===== src/order_statistic_window_filter_assert.svh =====
// assertion macros for the order statistic window filter
`ifndef ORDER_STATISTIC_WINDOW_FILTER_ASSERT_SVH
`define ORDER_STATISTIC_WINDOW_FILTER_ASSERT_SVH
`ifndef SYNTHESIS
`define OSW_ASSERT_SAME(label, ante, cons) \
    label: assert property (@(posedge i_clk) disable iff (!i_rst_n) (ante) |-> (cons)) \
        else $error("osw check failed");
`define OSW_ASSERT_NEXT(label, ante, cons) \
    label: assert property (@(posedge i_clk) disable iff (!i_rst_n) (ante) |=> (cons)) \
        else $error("osw check failed");
`else
`define OSW_ASSERT_SAME(label, ante, cons)
`define OSW_ASSERT_NEXT(label, ante, cons)
`endif
`endif


===== src/osw_pkg.sv =====
// shared constants and types of the order statistic window filter
package osw_pkg;
    localparam int MAX_WIDTH = 1024;
    localparam int MAX_HEIGHT = 4096;
    localparam int RING_ROWS = 5;
    localparam int COL_W = 10;
    localparam int RING_W = 3;
    localparam int ADDR_W = RING_W + COL_W;
    localparam int MEM_DEPTH = RING_ROWS * MAX_WIDTH;
    localparam int WIN_N = 9;

    localparam logic [1:0] MODE_MIDPOINT = 2'd1;
    localparam logic [1:0] MODE_TRIMMED = 2'd2;

    localparam logic [1:0] CFG_MODE = 2'd0;
    localparam logic [1:0] CFG_TRIM = 2'd1;
    localparam logic [1:0] CFG_WIDTH = 2'd2;
    localparam logic [1:0] CFG_HEIGHT = 2'd3;

    localparam logic ACT_DRAIN = 1'b1;

    typedef struct packed {
        logic       vld;
        logic       first;
        logic       inimg;
        logic [3:0] slot;
        logic [7:0] data;
    } t_smp;
endpackage


===== src/osw_stats.sv =====
// window gather, odd-even sort, median or midpoint pick, trimmed sum and serial divide
module osw_stats (
    input  logic          i_clk,
    input  logic          i_rst_n,
    input  osw_pkg::t_smp i_smp,
    input  logic          i_start,
    input  logic [1:0]    i_mode,
    input  logic [3:0]    i_trim,
    output logic          o_done,
    output logic [7:0]    o_result
);
    localparam logic [2:0] S_IDLE = 3'd0;
    localparam logic [2:0] S_SORT = 3'd1;
    localparam logic [2:0] S_SUM  = 3'd2;
    localparam logic [2:0] S_DIV  = 3'd3;
    localparam logic [2:0] S_DONE = 3'd4;

    logic [2:0]  r_st;
    logic [7:0]  r_win [0:osw_pkg::WIN_N-1];
    logic [7:0]  n_win [0:osw_pkg::WIN_N-1];
    logic [3:0]  r_n;
    logic [3:0]  r_cnt;
    logic [11:0] r_sum;
    logic [11:0] r_num;
    logic [4:0]  r_rem;
    logic [7:0]  r_quo;
    logic [7:0]  r_res;
    logic [2:0]  thalf;
    logic [2:0]  tcut;
    logic [3:0]  m_cnt;
    logic [3:0]  hi_lim;
    logic [11:0] n_sum;
    logic [4:0]  rem_sh;
    logic        rem_ge;
    logic [8:0]  mid_sum;

    always_comb begin
        thalf = i_trim[3:1];
        if ({thalf, 1'b0} >= r_n) begin
            tcut = 3'((r_n - 4'd1) >> 1);
        end else begin
            tcut = thalf;
        end
        m_cnt = r_n - {tcut, 1'b0};
        hi_lim = r_n - {1'b0, tcut};
        if (r_cnt >= {1'b0, tcut} && r_cnt < hi_lim) begin
            n_sum = r_sum + {4'd0, r_win[r_cnt]};
        end else begin
            n_sum = r_sum;
        end
        rem_sh = {r_rem[3:0], r_num[11]};
        rem_ge = rem_sh >= {1'b0, m_cnt};
        mid_sum = {1'b0, r_win[0]} + {1'b0, r_win[r_n - 4'd1]};
    end

    // one compare-exchange round, even or odd pairs
    always_comb begin
        for (int i = 0; i < osw_pkg::WIN_N; i++) begin
            n_win[i] = r_win[i];
        end
        for (int i = 0; i + 1 < osw_pkg::WIN_N; i++) begin
            if ((i % 2) == int'(r_cnt[0]) && r_win[i] > r_win[i+1]) begin
                n_win[i] = r_win[i+1];
                n_win[i+1] = r_win[i];
            end
        end
    end

    always_ff @(posedge i_clk) begin
        if (!i_rst_n) begin
            r_st <= S_IDLE;
            r_n <= 4'd0;
            r_cnt <= 4'd0;
        end else begin
            if (i_smp.vld) begin
                r_win[i_smp.slot] <= i_smp.inimg ? i_smp.data : 8'hFF;
                r_n <= (i_smp.first ? 4'd0 : r_n) + {3'd0, i_smp.inimg};
            end
            unique case (r_st)
                S_IDLE: begin
                    if (i_start) begin
                        r_st <= S_SORT;
                        r_cnt <= 4'd0;
                    end
                end
                S_SORT: begin
                    for (int i = 0; i < osw_pkg::WIN_N; i++) begin
                        r_win[i] <= n_win[i];
                    end
                    r_cnt <= r_cnt + 4'd1;
                    if (r_cnt == 4'(osw_pkg::WIN_N - 1)) begin
                        r_cnt <= 4'd0;
                        r_sum <= 12'd0;
                        if (i_mode == osw_pkg::MODE_TRIMMED) begin
                            r_st <= S_SUM;
                        end else if (i_mode == osw_pkg::MODE_MIDPOINT) begin
                            r_res <= 8'(n_win[0] / 2 + 0) ;
                            r_st <= S_DONE;
                        end else begin
                            r_st <= S_DONE;
                        end
                    end
                end
                S_SUM: begin
                    r_sum <= n_sum;
                    r_cnt <= r_cnt + 4'd1;
                    if (r_cnt == 4'(osw_pkg::WIN_N - 1)) begin
                        r_num <= n_sum + {9'd0, m_cnt[3:1]};
                        r_rem <= 5'd0;
                        r_cnt <= 4'd0;
                        r_st <= S_DIV;
                    end
                end
                S_DIV: begin
                    r_num <= {r_num[10:0], 1'b0};
                    r_rem <= rem_ge ? (rem_sh - {1'b0, m_cnt}) : rem_sh;
                    r_quo <= {r_quo[6:0], rem_ge};
                    r_cnt <= r_cnt + 4'd1;
                    if (r_cnt == 4'd11) begin
                        r_res <= {r_quo[6:0], rem_ge};
                        r_st <= S_DONE;
                    end
                end
                S_DONE: begin
                    r_st <= S_IDLE;
                end
                default: begin
                    r_st <= S_IDLE;
                end
            endcase
        end
    end

    assign o_done = (r_st == S_DONE);
    assign o_result = (i_mode == osw_pkg::MODE_TRIMMED) ? r_res :
                      (i_mode == osw_pkg::MODE_MIDPOINT) ? mid_sum[8:1] : r_win[r_n >> 1];
endmodule


===== config.mk =====
export PLATFORM = sky130hd
export DESIGN_NAME = osw_stats
export DESIGN_NICKNAME = d
export VERILOG_FILES = /design/src/order_statistic_window_filter_assert.svh /design/src/osw_pkg.sv /design/src/osw_stats.sv
export SDC_FILE = /design/constraint.sdc
export NUM_CORES = 1
export LEC_CHECK = 0
export BUFFER_PORTS_ARGS = -buffer_cell sky130_fd_sc_hd__buf_2
export CAP_MARGIN = 40
export CORE_MARGIN = 3
export CORE_UTILIZATION = 44
export DETAILED_ROUTE_END_ITERATION = 7
export GPL_ROUTABILITY_DRIVEN = 0
export HOLD_SLACK_MARGIN = 0.03
export SYNTH_ARGS = -nofsm -noshare
export SYNTH_HDL_FRONTEND = slang
export SYNTH_SLANG_ARGS = --single-unit

===== constraint.sdc =====
create_clock -name i_clk -period 6.9 [get_ports i_clk]
set_clock_uncertainty 0.05 [all_clocks]
set_input_delay 1.38 -clock i_clk [delete_from_list [all_inputs] [get_ports i_clk]]
set_output_delay 1.38 -clock i_clk [all_outputs]
set_load 0.05 [all_outputs]

==> flow_summary.json <==
{
  "status": "completed",
  "vias": 9901,
  "synth_edf_count": 171,
  "slew_violations": 0,
  "drv_cap": 0,
  "min_period_ns": 6.16,
  "post_dp_cell_area_sq_um": 14000,
  "dieArea_sq_um": 32800,
  "cp-end-kind": "flop",
  "cp_max_fo": 8,
  "netlist.area_leader.share_pct": 38.1,
  "clkLatencyLatePin_ns": 0.44,
  "syn-num-nets": 1265,
  "hold_class": "flop to flop",
  "drtPass1Iterations": 5,
  "die_x_microns": 181,
  "first_iter_violations": 1273,
  "p_leak_nw": 5.53,
  "n_antenna_cell": 0,
  "tightest_slew_ns": 0.887,
  "htreeDepth": 4,
  "ant_nets": 0,
  "cpPeakStageDelay_ns": 0.37,
  "power_switching_w": 0.00109,
  "clock_path_buffers": 2,
  "sequentialPowerShare_pct": 42.6,
  "rows": 63,
  "cts_made_buffers": 17,
  "wire_per_inst_microns": 25.3,
  "rsz0062_at_grt": "no",
  "synth.avg_cell_area_sq_um": 11.9,
  "path_clk_slew_ns": 0.09,
  "fin_setup_tns_ns": 0,
  "hpwl_mm": 28.9,
  "die_y_microns": 181,
  "grt_pass1_wl_mm": 59.7,
  "synth_seq_area_share_pct": 40.8,
  "grt_overflow": 0,
  "crit_buf_inv": 2,
  "fin_nets": 1271,
  "yosys_warnings": 0,
  "synth_ff_type": "edfxtp_1",
  "slew_headroom_pct": 40.8,
  "area_growth_pct": 8.44,
  "cts_hold_buf": 0,
  "hold_slack_ns": 0.418,
  "intPower_w": 0.00219,
  "synth_top_cells_by_area": "edfxtp_1 (38%), mux4_2 (16%), ha_1 (9.6%), a221o_1 (4.2%), dfxtp_1 (2.7%)",
  "critical_path_class": "input port to flop",
  "routed_via_density": 6.42,
  "drive_gt1_share_pct": 17.1,
  "portBuffers": 31,
  "n_fill_cell": 2687,
  "antenna_found_initial": 4,
  "power.share.switching_pct": 33.2,
  "cts_tree": "done",
  "final-setup-viol-count": 0,
  "dp_cells": 1511,
  "ys_ff_latch": 189,
  "syn_area_sq_um": 13500,
  "final_cells": 1543,
  "wl_mm": 39.0,
  "fmax_ghz": 0.162,
  "grt_max_degree": 36,
  "p_per_area_nw_per_um2": 224,
  "grt_usage_pct": 23.8,
  "crit_top_cell": "a21oi_1",
  "drc": 0,
  "grt_pass1_vias": 9550,
  "finalInstanceArea_sq_um": 14600,
  "cts_resized": 0,
  "synthCells": 1134,
  "crit_required_ns": 7.04,
  "core_area_sq_um": 30000,
  "hold_viol": 0,
  "synth_top_area_cell": "edfxtp_1",
  "ios": 33,
  "cts_sinks": 189,
  "clkPwrFrac_pct": 30.0,
  "power_frac_comb_pct": 27.4,
  "synthArstFlopShare_pct": 0,
  "cts_setup_buffers": 0,
  "cp_top_family": "adder cells",
  "slowest_stage": "maj3_1",
  "clock-root-buffer": "clkbuf_16",
  "period_share_pct": 89.3,
  "vdd_drop_max_uv": 156,
  "critPathArrivalTime_ns": 6.30,
  "start_util_pct": 45.0,
  "critPathLaunchType": "input port",
  "synth_cell_types": 70
}
-- registers in the layout (all words and copies together), names as in the netlist, named ones only --
signal  cells
r_win     128
r_num      12
r_sum      12
r_res       8
r_quo       7
r_cnt       4
r_n         4
r_rem       4
r_st        3
-- area by class of cell --
class / count / area, sq um / share of cell area [%]
multi-input cells: 791 / 7390 / 50.5
flip-flops and latches: 189 / 5500 / 37.6
well taps: 390 / 488 / 3.34
clock buffers: 18 / 429 / 2.93
repair buffers: 53 / 340 / 2.33
inverters: 88 / 330 / 2.26
clock inverters: 14 / 149 / 1.02
-- Yosys cell counts, types with 6 or more instances --
cell type and n:
a21o_1 29, nand2b_1 22, clkbuf_1 39, nand4_1 15, nor2_1 78, buf_1 16, a21oi_1 67, o21ai_0 32
a221o_1 56, mux2i_1 29, buf_2 9, xnor2_1 24, inv_1 88, and2_1 16, xor2_1 9, o21ai_1 7
dfxtp_1 18, nor2b_1 30, nor3_1 10, nand2_1 50, nand3_1 15, mux4_2 94, o211ai_1 6, ha_1 103
edfxtp_1 171, a211oi_1 12
-- cell usage in the layout, fill, tap and decap left out, drive strengths merged, types with 4 or more instances in the layout --
cell and count:
a211oi 17, a21boi 4, a21o 29, a21oi 67, a221o 56, a311o 5, and2 16, buf 53
clkbuf 18, clkinv 6, dfxtp 18, edfxtp 171, fa 4, ha 103, inv 95, mux2i 30
mux4 94, nand2 50, nand2b 22, nand3 15, nand4 15, nor2 78, nor2b 30, nor3 11
nor3b 5, nor4 4, o211ai 7, o21a 5, o21ai 39, o31a 4, xnor2 25, xor2 9
-- per-stage QoR --
step           total power [W]  setup slack, ns  utilization (%)
5_1_grt                0.00341            0.207             48.8
3_5_place_dp           0.00230            0.267             46.9
6_report               0.00327            0.738             48.8
4_1_cts                0.00327            0.742             48.8
2_1_floorplan          0.00205            0.704                -
3_3_place_gp           0.00229            0.388             46.7
-- power by group through the flow --
stage | clock, W | combinational [W] | sequential, W
6_report | 0.000982 | 0.000897 | 0.00139
5_1_grt | 0.00103 | 0.000979 | 0.00140
4_1_cts | 0.000990 | 0.000889 | 0.00139
3_5_place_dp | 0 | 0.000884 | 0.00142
3_3_place_gp | 0 | 0.000869 | 0.00142
2_1_floorplan | 0 | 0.000687 | 0.00136
-- path summary, 6_finish.rpt --
kind,cells past startpoint,slack (ns),end,from
hold reg to reg,0,0.42,r_quo[2]$_DFFE_PP_,r_quo[1]$_DFFE_PP_
setup / recovery,25,0.74,r_num[9]$_DFFE_PP_,i_trim[3]
setup reg to reg,25,1.22,r_num[9]$_DFFE_PP_,r_n[2]$_SDFFE_PN0P_
hold / removal,0,0.42,r_quo[2]$_DFFE_PP_,r_quo[1]$_DFFE_PP_
-- cell families after synthesis --
logic type                 Yosys count  synth area share, %
muxes                              126                 18.2
and+or+nand+nor                    262                 9.77
xor gates and xnor gates            34                 2.35
AOI/OAI and AO/OA                  260                 14.2
buffers and inverters              154                 4.45
DFF                                189                 40.8
adders and majority gates          109                 10.3
-- metal layers --
metal  vias to the layer above  share of wire (%)  global-route usage, %
met4                         8                2.7                   7.13
met2                       477                 44                   35.3
met5                         -               0.11                      0
li1                       4440                  -                      -
met1                      4891                 44                   34.4
met3                        85                9.3                   6.54
(Power assumes the default switching activity.)
